## config.mk

```make
export PLATFORM = sky130hd
export DESIGN_NAME = crc16_decimal_trailer_framer
export DESIGN_NICKNAME = d
export VERILOG_FILES = /design/src/cdtf_pkg.sv /design/src/cdtf_crc.sv /design/src/cdtf_seq.sv /design/src/crc16_decimal_trailer_framer.sv
export SDC_FILE = /design/constraint.sdc
export NUM_CORES = 1
export LEC_CHECK = 0
export BUFFER_PORTS_ARGS = -buffer_cell sky130_fd_sc_hd__clkbuf_2
export CAP_MARGIN = 20
export CORE_MARGIN = 2
export CORE_UTILIZATION = 59
export CTS_BUF_LIST = sky130_fd_sc_hd__clkbuf_4
export CTS_CLUSTER_SIZE = 20
export DETAILED_ROUTE_END_ITERATION = 10
export PLACE_DENSITY_LB_ADDON = 0.25
export SLEW_MARGIN = 5
export SYNTH_ARGS = -nofsm -noshare
export SYNTH_HDL_FRONTEND = slang
export SYNTH_HIERARCHICAL = 1
export SYNTH_SLANG_ARGS = --single-unit
```

## constraint.sdc

```tcl
create_clock -name clk -period 5.63 [get_ports clk]
set_input_delay 0.563 -clock clk [delete_from_list [all_inputs] [get_ports clk]]
set_output_delay 0.563 -clock clk [all_outputs]
set_load 0.005 [all_outputs]
```

## src/cdtf_pkg.sv

```systemverilog
// Shared constants, types and CRC/digit helper functions for the CRC-16 trailer framer.
`default_nettype none
package cdtf_pkg;

  localparam logic [7:0] SEP_LEAD  = 8'hA1;
  localparam logic [7:0] SEP_MID   = 8'hF5;
  localparam logic [7:0] SEP_CLOSE = 8'hF6;
  localparam logic [7:0] ASCII_ZERO = 8'h30;

  // floor(x / 99) == (x * MOD_RECIP) >> MOD_SHIFT for every 16-bit x
  localparam logic [15:0] MOD_RECIP = 16'd42367;
  localparam int unsigned MOD_SHIFT = 22;
  localparam logic [16:0] CHECK_MOD = 17'd99;

  // carry-less multiples of 0x1021 by a nibble
  localparam logic [15:0] NIBBLE_TBL [16] = '{
    16'h0000, 16'h1021, 16'h2042, 16'h3063, 16'h4084, 16'h50A5, 16'h60C6, 16'h70E7,
    16'h8108, 16'h9129, 16'hA14A, 16'hB16B, 16'hC18C, 16'hD1AD, 16'hE1CE, 16'hF1EF
  };

  // strobes from the sequencer to the CRC unit
  typedef struct packed {
    logic load_data;  // fold the accepted message word
    logic fold_lead;  // fold separator A1
    logic fold_mid;   // fold separator F5
    logic mul;        // start mod-99 reduction
    logic rem;        // finish mod-99 reduction
    logic clear;      // end of frame
  } crc_ctrl_t;

  function automatic logic [15:0] fold_nibble(input logic [15:0] c, input logic [3:0] nib);
    logic [3:0] idx;
    idx = c[15:12] ^ nib;
    return {c[11:0], 4'h0} ^ NIBBLE_TBL[idx];
  endfunction

  function automatic logic [15:0] fold_byte(input logic [15:0] c, input logic [7:0] b);
    logic [15:0] t;
    t = fold_nibble(c, b[7:4]);
    return fold_nibble(t, b[3:0]);
  endfunction

  // tens digit of a value below 99: (r * 205) >> 11
  function automatic logic [3:0] tens_of(input logic [6:0] r);
    logic [14:0] p;
    p = {8'd0, r} * 15'd205;
    return p[14:11];
  endfunction

  function automatic logic [3:0] units_of(input logic [6:0] r);
    logic [6:0] t10;
    t10 = {3'd0, tens_of(r)} * 7'd10;
    return 4'(r - t10);
  endfunction

endpackage
`default_nettype wire

```

## src/cdtf_crc.sv

```systemverilog
// Running CRC-16 register and two-step mod-99 reduction of the final CRC.
`default_nettype none
module cdtf_crc (
  input  wire logic               clk,
  input  wire logic               rst_n,
  input  wire cdtf_pkg::crc_ctrl_t ctrl,
  input  wire logic [7:0]         data_byte,
  output logic [6:0]              rem_r
);

  logic [15:0] crc_r, crc_nxt;
  logic [31:0] prod_r;
  logic [9:0]  quot;
  logic [16:0] qx99;
  logic [16:0] diff;

  always_comb begin
    crc_nxt = crc_r;
    if (ctrl.clear) begin
      crc_nxt = 16'h0000;
    end else if (ctrl.load_data) begin
      crc_nxt = cdtf_pkg::fold_byte(crc_r, data_byte);
    end else if (ctrl.fold_lead) begin
      crc_nxt = cdtf_pkg::fold_byte(crc_r, cdtf_pkg::SEP_LEAD);
    end else if (ctrl.fold_mid) begin
      crc_nxt = cdtf_pkg::fold_byte(crc_r, cdtf_pkg::SEP_MID);
    end
  end

  always_ff @(posedge clk) begin
    if (!rst_n) begin
      crc_r <= 16'h0000;
    end else begin
      crc_r <= crc_nxt;
    end
  end

  // quotient from the registered reciprocal product, remainder one word later
  assign quot = prod_r[31:cdtf_pkg::MOD_SHIFT];
  assign qx99 = {7'd0, quot} * cdtf_pkg::CHECK_MOD;
  assign diff = {1'b0, crc_r} - qx99;

  always_ff @(posedge clk) begin
    if (ctrl.mul) begin
      prod_r <= {16'd0, crc_r} * {16'd0, cdtf_pkg::MOD_RECIP};
    end
    if (ctrl.rem) begin
      rem_r <= diff[6:0];
    end
  end

endmodule
`default_nettype wire

```

## src/cdtf_seq.sv

```systemverilog
// Handshake, trailer sequencer and output register of the framer.
`default_nettype none
module cdtf_seq (
  input  wire logic                clk,
  input  wire logic                rst_n,
  input  wire logic                in_valid,
  output logic                     in_ready,
  input  wire logic [7:0]          in_data_byte,
  input  wire logic                in_last_byte,
  output logic                     out_valid,
  input  wire logic                out_ready,
  output logic [7:0]               out_out_byte,
  output logic                     out_frame_end,
  input  wire logic [6:0]          rem,
  output cdtf_pkg::crc_ctrl_t      ctrl
);

  localparam logic [3:0] PH_IDLE  = 4'd0;
  localparam logic [3:0] PH_LEAD1 = 4'd1;
  localparam logic [3:0] PH_MID   = 4'd2;
  localparam logic [3:0] PH_LEAD2 = 4'd3;
  localparam logic [3:0] PH_CLS1  = 4'd4;
  localparam logic [3:0] PH_TENS  = 4'd5;
  localparam logic [3:0] PH_UNITS = 4'd6;
  localparam logic [3:0] PH_LEAD3 = 4'd7;
  localparam logic [3:0] PH_CLS2  = 4'd8;

  logic [3:0] phase_r, phase_nxt;
  logic       valid_r, valid_nxt;
  logic [7:0] byte_r, byte_nxt;
  logic       end_r, end_nxt;
  logic       load;
  logic       in_acc;

  assign load     = !valid_r || out_ready;
  assign in_ready = (phase_r == PH_IDLE) && load;
  assign in_acc   = in_valid && in_ready;

  always_comb begin
    phase_nxt = phase_r;
    valid_nxt = valid_r;
    byte_nxt  = byte_r;
    end_nxt   = end_r;
    ctrl      = '0;
    if (phase_r == PH_IDLE) begin
      if (in_acc) begin
        valid_nxt      = 1'b1;
        byte_nxt       = in_data_byte;
        end_nxt        = 1'b0;
        ctrl.load_data = 1'b1;
        phase_nxt      = in_last_byte ? PH_LEAD1 : PH_IDLE;
      end else if (load) begin
        valid_nxt = 1'b0;
      end
    end else if (load) begin
      valid_nxt = 1'b1;
      end_nxt   = 1'b0;
      phase_nxt = phase_r + 4'd1;
      case (phase_r)
        PH_LEAD1: begin
          byte_nxt       = cdtf_pkg::SEP_LEAD;
          ctrl.fold_lead = 1'b1;
        end
        PH_MID: begin
          byte_nxt      = cdtf_pkg::SEP_MID;
          ctrl.fold_mid = 1'b1;
        end
        PH_LEAD2: begin
          byte_nxt = cdtf_pkg::SEP_LEAD;
          ctrl.mul = 1'b1;
        end
        PH_CLS1: begin
          byte_nxt = cdtf_pkg::SEP_CLOSE;
          ctrl.rem = 1'b1;
        end
        PH_TENS: begin
          byte_nxt = cdtf_pkg::ASCII_ZERO + {4'd0, cdtf_pkg::tens_of(rem)};
        end
        PH_UNITS: begin
          byte_nxt = cdtf_pkg::ASCII_ZERO + {4'd0, cdtf_pkg::units_of(rem)};
        end
        PH_LEAD3: begin
          byte_nxt = cdtf_pkg::SEP_LEAD;
        end
        PH_CLS2: begin
          byte_nxt   = cdtf_pkg::SEP_CLOSE;
          end_nxt    = 1'b1;
          ctrl.clear = 1'b1;
          phase_nxt  = PH_IDLE;
        end
        default: begin
          phase_nxt = PH_IDLE;
          valid_nxt = valid_r;
        end
      endcase
    end
  end

  always_ff @(posedge clk) begin
    if (!rst_n) begin
      phase_r <= PH_IDLE;
      valid_r <= 1'b0;
    end else begin
      phase_r <= phase_nxt;
      valid_r <= valid_nxt;
    end
  end

  always_ff @(posedge clk) begin
    byte_r <= byte_nxt;
    end_r  <= end_nxt;
  end

  assign out_valid     = valid_r;
  assign out_out_byte  = byte_r;
  assign out_frame_end = end_r;

endmodule
`default_nettype wire

```

## src/crc16_decimal_trailer_framer.sv

```systemverilog
// Top level of the CRC-16 framer with decimal check trailer.
`default_nettype none
// Byte framer: every input word goes straight to the output and into a running
// CRC-16/XMODEM (poly 0x1021, init 0). A word flagged last_byte is followed by
// the trailer A1 F5 (folded into the CRC) A1 F6, two ASCII digits of CRC mod 99,
// A1 F6, with frame_end set on the closing F6; the CRC then returns to zero.
// Rate: one word per cycle for ordinary words while out_ready is high. A last
// word and the 8 trailer words leave through the single output register at that
// rate, and in_ready stays low while the trailer sequencer runs. The mod-99
// reduction (reciprocal multiply, then subtract) runs inside the trailer slots.
// in_ready also follows out_ready combinationally through the output register.
module crc16_decimal_trailer_framer (
  input  wire logic       clk,
  input  wire logic       rst_n,
  input  wire logic       in_valid,
  output logic            in_ready,
  input  wire logic [7:0] in_data_byte,
  input  wire logic       in_last_byte,
  output logic            out_valid,
  input  wire logic       out_ready,
  output logic [7:0]      out_out_byte,
  output logic            out_frame_end
);

  cdtf_pkg::crc_ctrl_t ctrl;
  logic [6:0]          rem;

  // sequencer owns the handshakes and the output register
  cdtf_seq u_seq (
    .clk           (clk),
    .rst_n         (rst_n),
    .in_valid      (in_valid),
    .in_ready      (in_ready),
    .in_data_byte  (in_data_byte),
    .in_last_byte  (in_last_byte),
    .out_valid     (out_valid),
    .out_ready     (out_ready),
    .out_out_byte  (out_out_byte),
    .out_frame_end (out_frame_end),
    .rem           (rem),
    .ctrl          (ctrl)
  );

  // CRC register plus mod-99 pipeline, stepped by the sequencer strobes
  cdtf_crc u_crc (
    .clk       (clk),
    .rst_n     (rst_n),
    .ctrl      (ctrl),
    .data_byte (in_data_byte),
    .rem_r     (rem)
  );

endmodule
`default_nettype wire

```

==> flow_metrics.tcl, run 1 <==
set metrics [dict create \
    grt_pass1_vias 6141 \
    slowest_stage "fa_1" \
    netlist_instances 864 \
    holdWs_ns 0.496 \
    fill_cells 1176 \
    cts_tree "yes" \
    cts_made_buffers 5 \
    cp-start-kind "flip-flop" \
    drv_cap 0 \
    die_w_um 123 \
    setup_viol 0 \
    critical_path.top_delay_family "adder cells" \
    die_y_um 123 \
    maxSlewViolCount 0 \
    antenna_found_initial 0 \
    ys_seq_area_frac 0.133 \
    clk_pin_slew_worst_paths_ns 0.14 \
    worst_pin_slew_ns 0.713 \
    nNetsFinal 1193 \
    ys_ff_latch 44 \
    drt-wirelength-per-cell_um 16.0 \
    row_count 43 \
    drc 0 \
    min_path_cells 2 \
    hold_class "in2reg" \
    path_class "reg2reg" \
    dieArea_mm2 0.0151 \
    crit_chain "clkinvlp_4 -> fa_1 -> inv_1 -> fa_1 -> ha_1 -> inv_1 -> fa_1 -> inv_1 -> fa_1 -> inv_1 -> fa_1 -> inv_1 -> ha_1 -> nand3_1 -> nor4_4 -> o211ai_1 -> a41oi_4 -> a21oi_2 -> a21boi_2" \
    diodes 0 \
    grt_max_degree 20 \
    grt_overflow 0 \
    path_depth 19 \
    numPortBuffers 23 \
    clock_latency_ns 0.35 \
    syn_nets 1154 \
    dr.pass1.iters 5 \
    dr_total_vias 5889 \
    first_iter_violations 316 \
    netlist.area_leader.share 0.273 \
    cts-htree-levels 2 \
    cp_data_arrival_time_ns 5.62 \
    wirelength_mm 17.4 \
    endpoint_kind "flip-flop" \
    yosysMostFrequentCell "inv_1" \
    gp_congestion 0.957 \
    clock-sinks 44 \
    worstPathBufferInverterCount 6 \
    netlist_area_mm2 0.00835 \
    fin_util 0.644 \
    top_layer_used "met4" \
    yosysWarnings 6 \
    hpwl_mm 15.3 \
    postCtsHoldBufs 0 \
    fp.coreArea_mm2 0.0138 \
    track_usage 0.253 \
    syn_avg_cell_area_um2 9.66 \
    critical_path_required_ns 5.76 \
    ys.flop_type "edfxtp_1" \
    wl_met2_mm 8.36 \
    cts_buffer_depth 2 \
    fmax_mhz 182 \
    grt_pass1_wl_mm 29.6 \
    wl_met1_mm 7.79 \
    hold_viol 0 \
    synth.area.top_cells "fa_1 27%, ha_1 24%, inv_1 10%, edfxtp_1 8.3%, dfxtp_1 5.0%" \
    drive_gt1_frac 0.0918 \
    synth_edf_count 23 \
    timing.final.crit_share 0.974 \
    ios 24 \
    vias_per_cell 5.43 \
    area_delta_synth_final_pct 6.72 \
    root_buffer "clkbuf_4" \
    yosysTopAreaCell "fa_1" \
    reg2reg_depth 19 \
    ant_nets 0 \
    synth.distinct_cells 62 \
    min_period_ns 5.49 \
    status "complete, no violations" \
    async_flop_share 0 \
    slowest_delay_ns 0.57 \
    max_slew_margin 0.521 \
    synth_commonest_cells "225 x inv_1, 163 x ha_1, 114 x fa_1" \
    path_max_fanout 5 \
    start_util 0.604 \
    wl_met3_mm 1.01 \
    finalClockSkew_ns 0.0123 \
]
-- routing by layer --
layer	vias to the layer above	track usage
li1	2833	-
met1	2866	0.356
met2	174	0.425
met3	16	0.0323
met4	0	0.0453
met5	-	0
-- state kept, by name, summed over array words and instances, names as in the netlist --
signal	count
u_seq/out_out_byte	8
u_seq/phase_r	4
u_crc/crc_r	16
u_crc/rem_r	7
u_seq/out_valid	1
u_crc/prod_r	7
u_seq/out_frame_end	1
-- cells in the final DEF (no fill, tap or decap), drive strengths merged, types with 14 or more instances in the layout --
cell type,instances
inv,224
ha,163
fa,114
xnor2,44
nor2,41
nand2,37
a21oi,36
clkbuf,29
buf,25
edfxtp,23
dfxtp,21
xor2,19
a211oi,16
o21ai,14
-- metrics by stage --
stage / cell area (µm²) / TNS [ns] / instances / setup WS (ns)
finish: 8910 / 0 / 1084 / 0.144
global route: 8910 / -0.0747 / 1084 / -0.0302
CTS: 8840 / 0 / 1081 / 0.0717
detailed placement: 8790 / 0 / 1073 / 0.0776
global placement: 8790 / 0 / 1073 / 0.201
floorplan: 8350 / 0 / 864 / 0.195
-- cell type report --
cell class / instances / area, µm² / area share
well taps: 180 / 225 / 0.0253
inverters: 225 / 848 / 0.0952
multi-input cells: 579 / 6360 / 0.714
repair buffers: 48 / 303 / 0.0340
clock inverters: 2 / 11.3 / 0.00126
clock buffers: 6 / 45.0 / 0.00506
flip-flops and latches: 44 / 1120 / 0.125
-- cell families after synthesis --
group,share of synthesized area
AND/OR/NAND/NOR,0.0758
flip-flops,0.133
AO/OA/AOI/OAI,0.0872
XOR/XNOR,0.0733
buffers and inverters,0.109
adder cells (fa/ha/maj),0.518
multiplexers,0.00375
-- final timing paths --
kind / to / start / slack (ns)
max reg2reg: u_crc/prod_r[27]$_DFFE_PP_ / u_crc/crc_r[6]$_SDFFE_PP0P_ / 0.14
min: u_seq/phase_r[0]$_SDFFE_PN0P_ / rst_n / 0.50
min reg2reg: u_crc/crc_r[4]$_SDFFE_PP0P_ / u_crc/crc_r[4]$_SDFFE_PP0P_ / 0.53
max: u_crc/prod_r[27]$_DFFE_PP_ / u_crc/crc_r[6]$_SDFFE_PP0P_ / 0.14
-- what timing repair did --
action / in CTS / in global routing
gates resized for setup: 0 / 10
setup endpoints to repair: 0 / 5
setup buffers: 0 / 3
Power of run 1 is not shown: default switching activity piles up to over one toggle a cycle in this logic, so the estimate is an artifact.
==> run 2, diff against run 1 <==
Settings changed: CTS_BUF_LIST sky130_fd_sc_hd__clkbuf_4 to unset.
==> run 2 against run 1 <==
Net effect:
- via count increased by 0.14%
- flip-flop and latch count unchanged
- worst hold slack gained 0.045 ns
- critical endpoint unchanged
- wire length increased by 0.55%
- clock-buffer cell count stayed put
- sequential share of layout area decreased by 0.17 points
- global-route usage is 0.15 points higher
==> flow_metrics.tcl, run 2 (synthesis gave the netlist of run 1 again) <==
set metrics [dict create \
    vias_per_cell 5.44 \
    ant_nets 0 \
    layout_setup_ws_ns 0.206 \
    path_class "reg2reg" \
    clock-sinks 44 \
    top_register "u_crc/crc_r" \
    hpwl_mm 15.3 \
    root_buffer "clkbuf_16" \
    setup_viol 0 \
    largest_register_ffs 16 \
    wirelength_mm 17.5 \
    nNetsFinal 1193 \
    die_y_um 123 \
    critPathLaunch "u_crc/crc_r[4]$_SDFFE_PP0P_" \
    endpoint_kind "flip-flop" \
    tns_ns 0 \
    dr_total_vias 5897 \
    antenna_found_initial 0 \
    r2r_start "u_crc/crc_r[4]$_SDFFE_PP0P_" \
    drive_gt1_frac 0.0929 \
    row_count 43 \
    drc 0 \
    grt_overflow 0 \
    grt_pass1_vias 6181 \
    max_slew_margin 0.532 \
    hold_viol 0 \
    drv_cap 0 \
    hold_class "reg2reg" \
    hp-start "u_seq/phase_r[0]$_SDFFE_PN0P_" \
    maxSlewViolCount 0 \
    diodes 0 \
    placed_cell_area_mm2 0.00879 \
    postCtsHoldBufs 0 \
    status "complete, no violations" \
    dr.pass1.iters 4 \
    grt_max_degree 20 \
    gp_congestion 0.957 \
    dieArea_mm2 0.0151 \
    grt_pass1_wl_mm 30.0 \
    path_max_fanout 5 \
    place_ws_ns 0.0776 \
    die_w_um 123 \
    numPortBuffers 23 \
    clock_latency_ns 0.28 \
    cp-start-kind "flip-flop" \
    ios 24 \
    place_inst 1073 \
    layout_commonest_cell "inv_1" \
    cts_buffer_depth 2 \
    cts-htree-levels 2 \
    cp_data_arrival_time_ns 5.46 \
    track_usage 0.254 \
    fp.coreArea_mm2 0.0138 \
    area_delta_synth_final_pct 7.93 \
    cts_tree "yes" \
    grt_setup_unrepaired "yes" \
    worst_pin_slew_ns 0.697 \
    fmax_mhz 184 \
    drt-wirelength-per-cell_um 16.1 \
    clk_pin_slew_worst_paths_ns 0.06 \
    min_period_ns 5.42 \
    finalClockSkew_ns 0.00759 \
    timing.final.crit_share 0.963 \
    instances_no_fill 1084 \
    start_util 0.604 \
    first_iter_violations 350 \
    cts_made_buffers 5 \
    final_cell_area_mm2 0.00901 \
    final_cell_mix "224 x inv_1, 161 x ha_1, 112 x fa_1, 43 x xnor2_1, 41 x nor2_1" \
    critical_path_required_ns 5.67 \
]
==> run 2: final cells by class <==
type	count	area [µm²]
Timing Repair Buffer	48	303
Clock buffer	6	129
Inverter	225	848
Tap cell	180	225
Multi-Input combinational cell	579	6380
Fill cell	1158	4820
Sequential cell	44	1110
Clock inverter	2	11.3
==> run 2: worst paths after layout <==
kind / cells after the start / slack, ns / end
max: 16 / 0.21 / u_crc/prod_r[27]$_DFFE_PP_
min: 2 / 0.54 / u_seq/phase_r[3]$_SDFFE_PN0P_
max reg2reg: 16 / 0.21 / u_crc/prod_r[27]$_DFFE_PP_
min reg2reg: 2 / 0.54 / u_seq/phase_r[3]$_SDFFE_PN0P_
==> run 2: timing repair <==
item | in CTS | in global routing
resized for setup | 0 | 12
buffers inserted | 0 | 3
endpoints found under the setup margin | 0 | 5
==> run 2: worst max-delay path: stages (launching register included) <==
cell and delay [ns]:
dfxtp_1 0.43, buf_4 0.21, ha_2 0.24, fa_1 0.46, fa_1 0.51, fa_1 0.53, fa_1 0.55, inv_1 0.06
fa_1 0.53, inv_1 0.04, ha_1 0.30, nand4_2 0.18, nor4_4 0.37, o211ai_1 0.18, a41oi_4 0.31, a21oi_2 0.10
a21boi_2 0.16
==> run 2: metrics by stage <==
stage                     hold slack (ns)  utilization
after global placement              0.516        0.636
after CTS                           0.531        0.646
final                               0.541        0.652
after detailed placement            0.513        0.636
after floorplan                     0.500            -
after global routing                0.573        0.652
==> run 2: metal layers <==
layer | track usage | part of all wire | vias to the layer above
met5 | 0 | 0 | -
met4 | 0.0295 | 0.010 | 0
met3 | 0.0268 | 0.051 | 19
met2 | 0.432 | 0.48 | 139
met1 | 0.364 | 0.46 | 2900
li1 | - | - | 2839
Power of run 2 is left out for the same reason.
==> run 3, diff against run 2 <==
Settings changed: MAX_ROUTING_LAYER set to met4.
==> run 3 against run 2 <==
Net effect:
- maximum frequency grew 0.17%
- flip-flop and latch count is the same
- cell count is the same
- register-to-register slack is essentially flat
- die area is the same
- wire length shrank 0.75%
- first-iteration DRC count shrank 11%
- clock skew shrank 0.0016 ns
- global-route usage grew 0.74 points
- non-clock buffer count is the same
- utilization is the same
- sequential share of layout area is the same
==> flow_metrics.tcl, run 3 (synthesis gave the netlist of run 1 again) <==
set metrics [dict create \
    drv_cap 0 \
    area_delta_synth_final_pct 7.93 \
    cp-start-kind "flip-flop" \
    cts_buffer_depth 2 \
    r2r_start "u_crc/crc_r[3]$_SDFFE_PP0P_" \
    wirelength_mm 17.3 \
    path_class "reg2reg" \
    critical_path_required_ns 5.67 \
    clock-sinks 44 \
    place_inst 1073 \
    diodes 0 \
    layout_setup_ws_ns 0.215 \
    hold_class "reg2reg" \
    die_y_um 123 \
    grt_setup_unrepaired "yes" \
    ios 24 \
    cts_tree "yes" \
    largest_register_ffs 16 \
    r2r_end "u_crc/prod_r[27]$_DFFE_PP_" \
    start_util 0.604 \
    drt-wirelength-per-cell_um 16.0 \
    hold_viol 0 \
    status "complete, no violations" \
    cts-htree-levels 2 \
    place_ws_ns 0.0776 \
    fmax_mhz 185 \
    reg2reg_depth 15 \
    nNetsFinal 1193 \
    die_w_um 123 \
    first_iter_violations 313 \
    endpoint_kind "flip-flop" \
    timing.final.crit_share 0.962 \
    fin_util 0.652 \
    dieArea_mm2 0.0151 \
    gp_congestion 0.975 \
    min_path_cells 2 \
    hpwl_mm 15.3 \
    whs_endpoint "u_crc/crc_r[4]$_SDFFE_PP0P_" \
    finalClockSkew_ns 0.00598 \
    fp.coreArea_mm2 0.0138 \
    clock_latency_ns 0.28 \
    grt_pass1_wl_mm 30.0 \
    maxSlewViolCount 0 \
    root_buffer "clkbuf_16" \
    setup_viol 0 \
    row_count 43 \
    ant_nets 0 \
    path_max_fanout 5 \
    instances_no_fill 1084 \
    antenna_found_initial 0 \
    clk_pin_slew_worst_paths_ns 0.06 \
    track_usage 0.262 \
    grt_pass1_vias 6185 \
    drive_gt1_frac 0.0929 \
    cts_made_buffers 5 \
    cp_data_arrival_time_ns 5.45 \
    layout_commonest_cell "inv_1" \
    top_register "u_crc/crc_r" \
    vias_per_cell 5.44 \
    final_cell_mix "224 x inv_1, 161 x ha_1, 112 x fa_1, 43 x xnor2_1, 41 x nor2_1" \
    rrSetupSlack_ns 0.22 \
    tns_ns 0 \
    numPortBuffers 23 \
    hp-start "u_crc/crc_r[4]$_SDFFE_PP0P_" \
    fill_cells 1158 \
    grt_overflow 0 \
    min_period_ns 5.41 \
    dr_total_vias 5897 \
    drc 0 \
    dr.pass1.iters 5 \
    max_slew_margin 0.519 \
    worst_pin_slew_ns 0.716 \
    grt_max_degree 20 \
]
==> run 3: cell counts in the layout (fill, tap and decap cells not counted) <==
Identical to the previous run, type by type.
==> run 3: routing by layer <==
layer	routed length, µm	global-route usage
met5	0	-
met4	135	0.0295
met3	1030	0.0286
met2	8450	0.432
met1	7730	0.364
==> run 3: what timing repair did <==
action	CTS	global route
hold buffers	0	0
buffers inserted	0	3
resized for setup	0	12
endpoints found under the setup margin	0	5
==> run 3: worst max-delay path by stage <==
stage	depth (start not counted)	start	slack (ns)	to
5_1_grt	17	u_crc/crc_r[13]$_SDFFE_PP0P_	-0.03	u_crc/prod_r[28]$_DFFE_PP_
2_1_floorplan	18	u_crc/crc_r[13]$_SDFFE_PP0P_	0.19	u_crc/prod_r[28]$_DFFE_PP_
6_report	15	u_crc/crc_r[3]$_SDFFE_PP0P_	0.22	u_crc/prod_r[27]$_DFFE_PP_
3_5_place_dp	17	u_crc/crc_r[12]$_SDFFE_PP0P_	0.08	u_crc/prod_r[27]$_DFFE_PP_
4_1_cts	17	u_crc/crc_r[12]$_SDFFE_PP0P_	0.07	u_crc/prod_r[27]$_DFFE_PP_
3_3_place_gp	17	u_crc/crc_r[14]$_SDFFE_PP0P_	0.20	u_crc/prod_r[28]$_DFFE_PP_
==> run 3: area by class of cell <==
cell class / instances / area, µm² / share of cell area
clock buffers: 6 / 129 / 0.0143
clock inverters: 2 / 11.3 / 0.00125
inverters: 225 / 848 / 0.0942
multi-input cells: 579 / 6380 / 0.708
flip-flops and latches: 44 / 1110 / 0.124
well taps: 180 / 225 / 0.0250
repair buffers: 48 / 303 / 0.0336
==> run 3: worst max-delay path, stage by stage (launching register included) <==
cell      delay (ns)
dfxtp_1         0.51
ha_1            0.32
fa_1            0.50
fa_1            0.51
fa_1            0.52
fa_1            0.55
inv_1           0.06
fa_1            0.53
inv_1           0.04
ha_1            0.30
nand4_2         0.18
nor4_4          0.37
o211ai_1        0.19
a41oi_4         0.32
a21oi_2         0.10
a21boi_2        0.16
==> run 3: through the flow <==
stage	hold WS (ns)	area [µm²]
after global routing	0.573	9010
after global placement	0.516	8790
after CTS	0.531	8930
after floorplan	0.500	8350
final	0.535	9010
after detailed placement	0.513	8790
Power of run 3 is left out for the same reason.
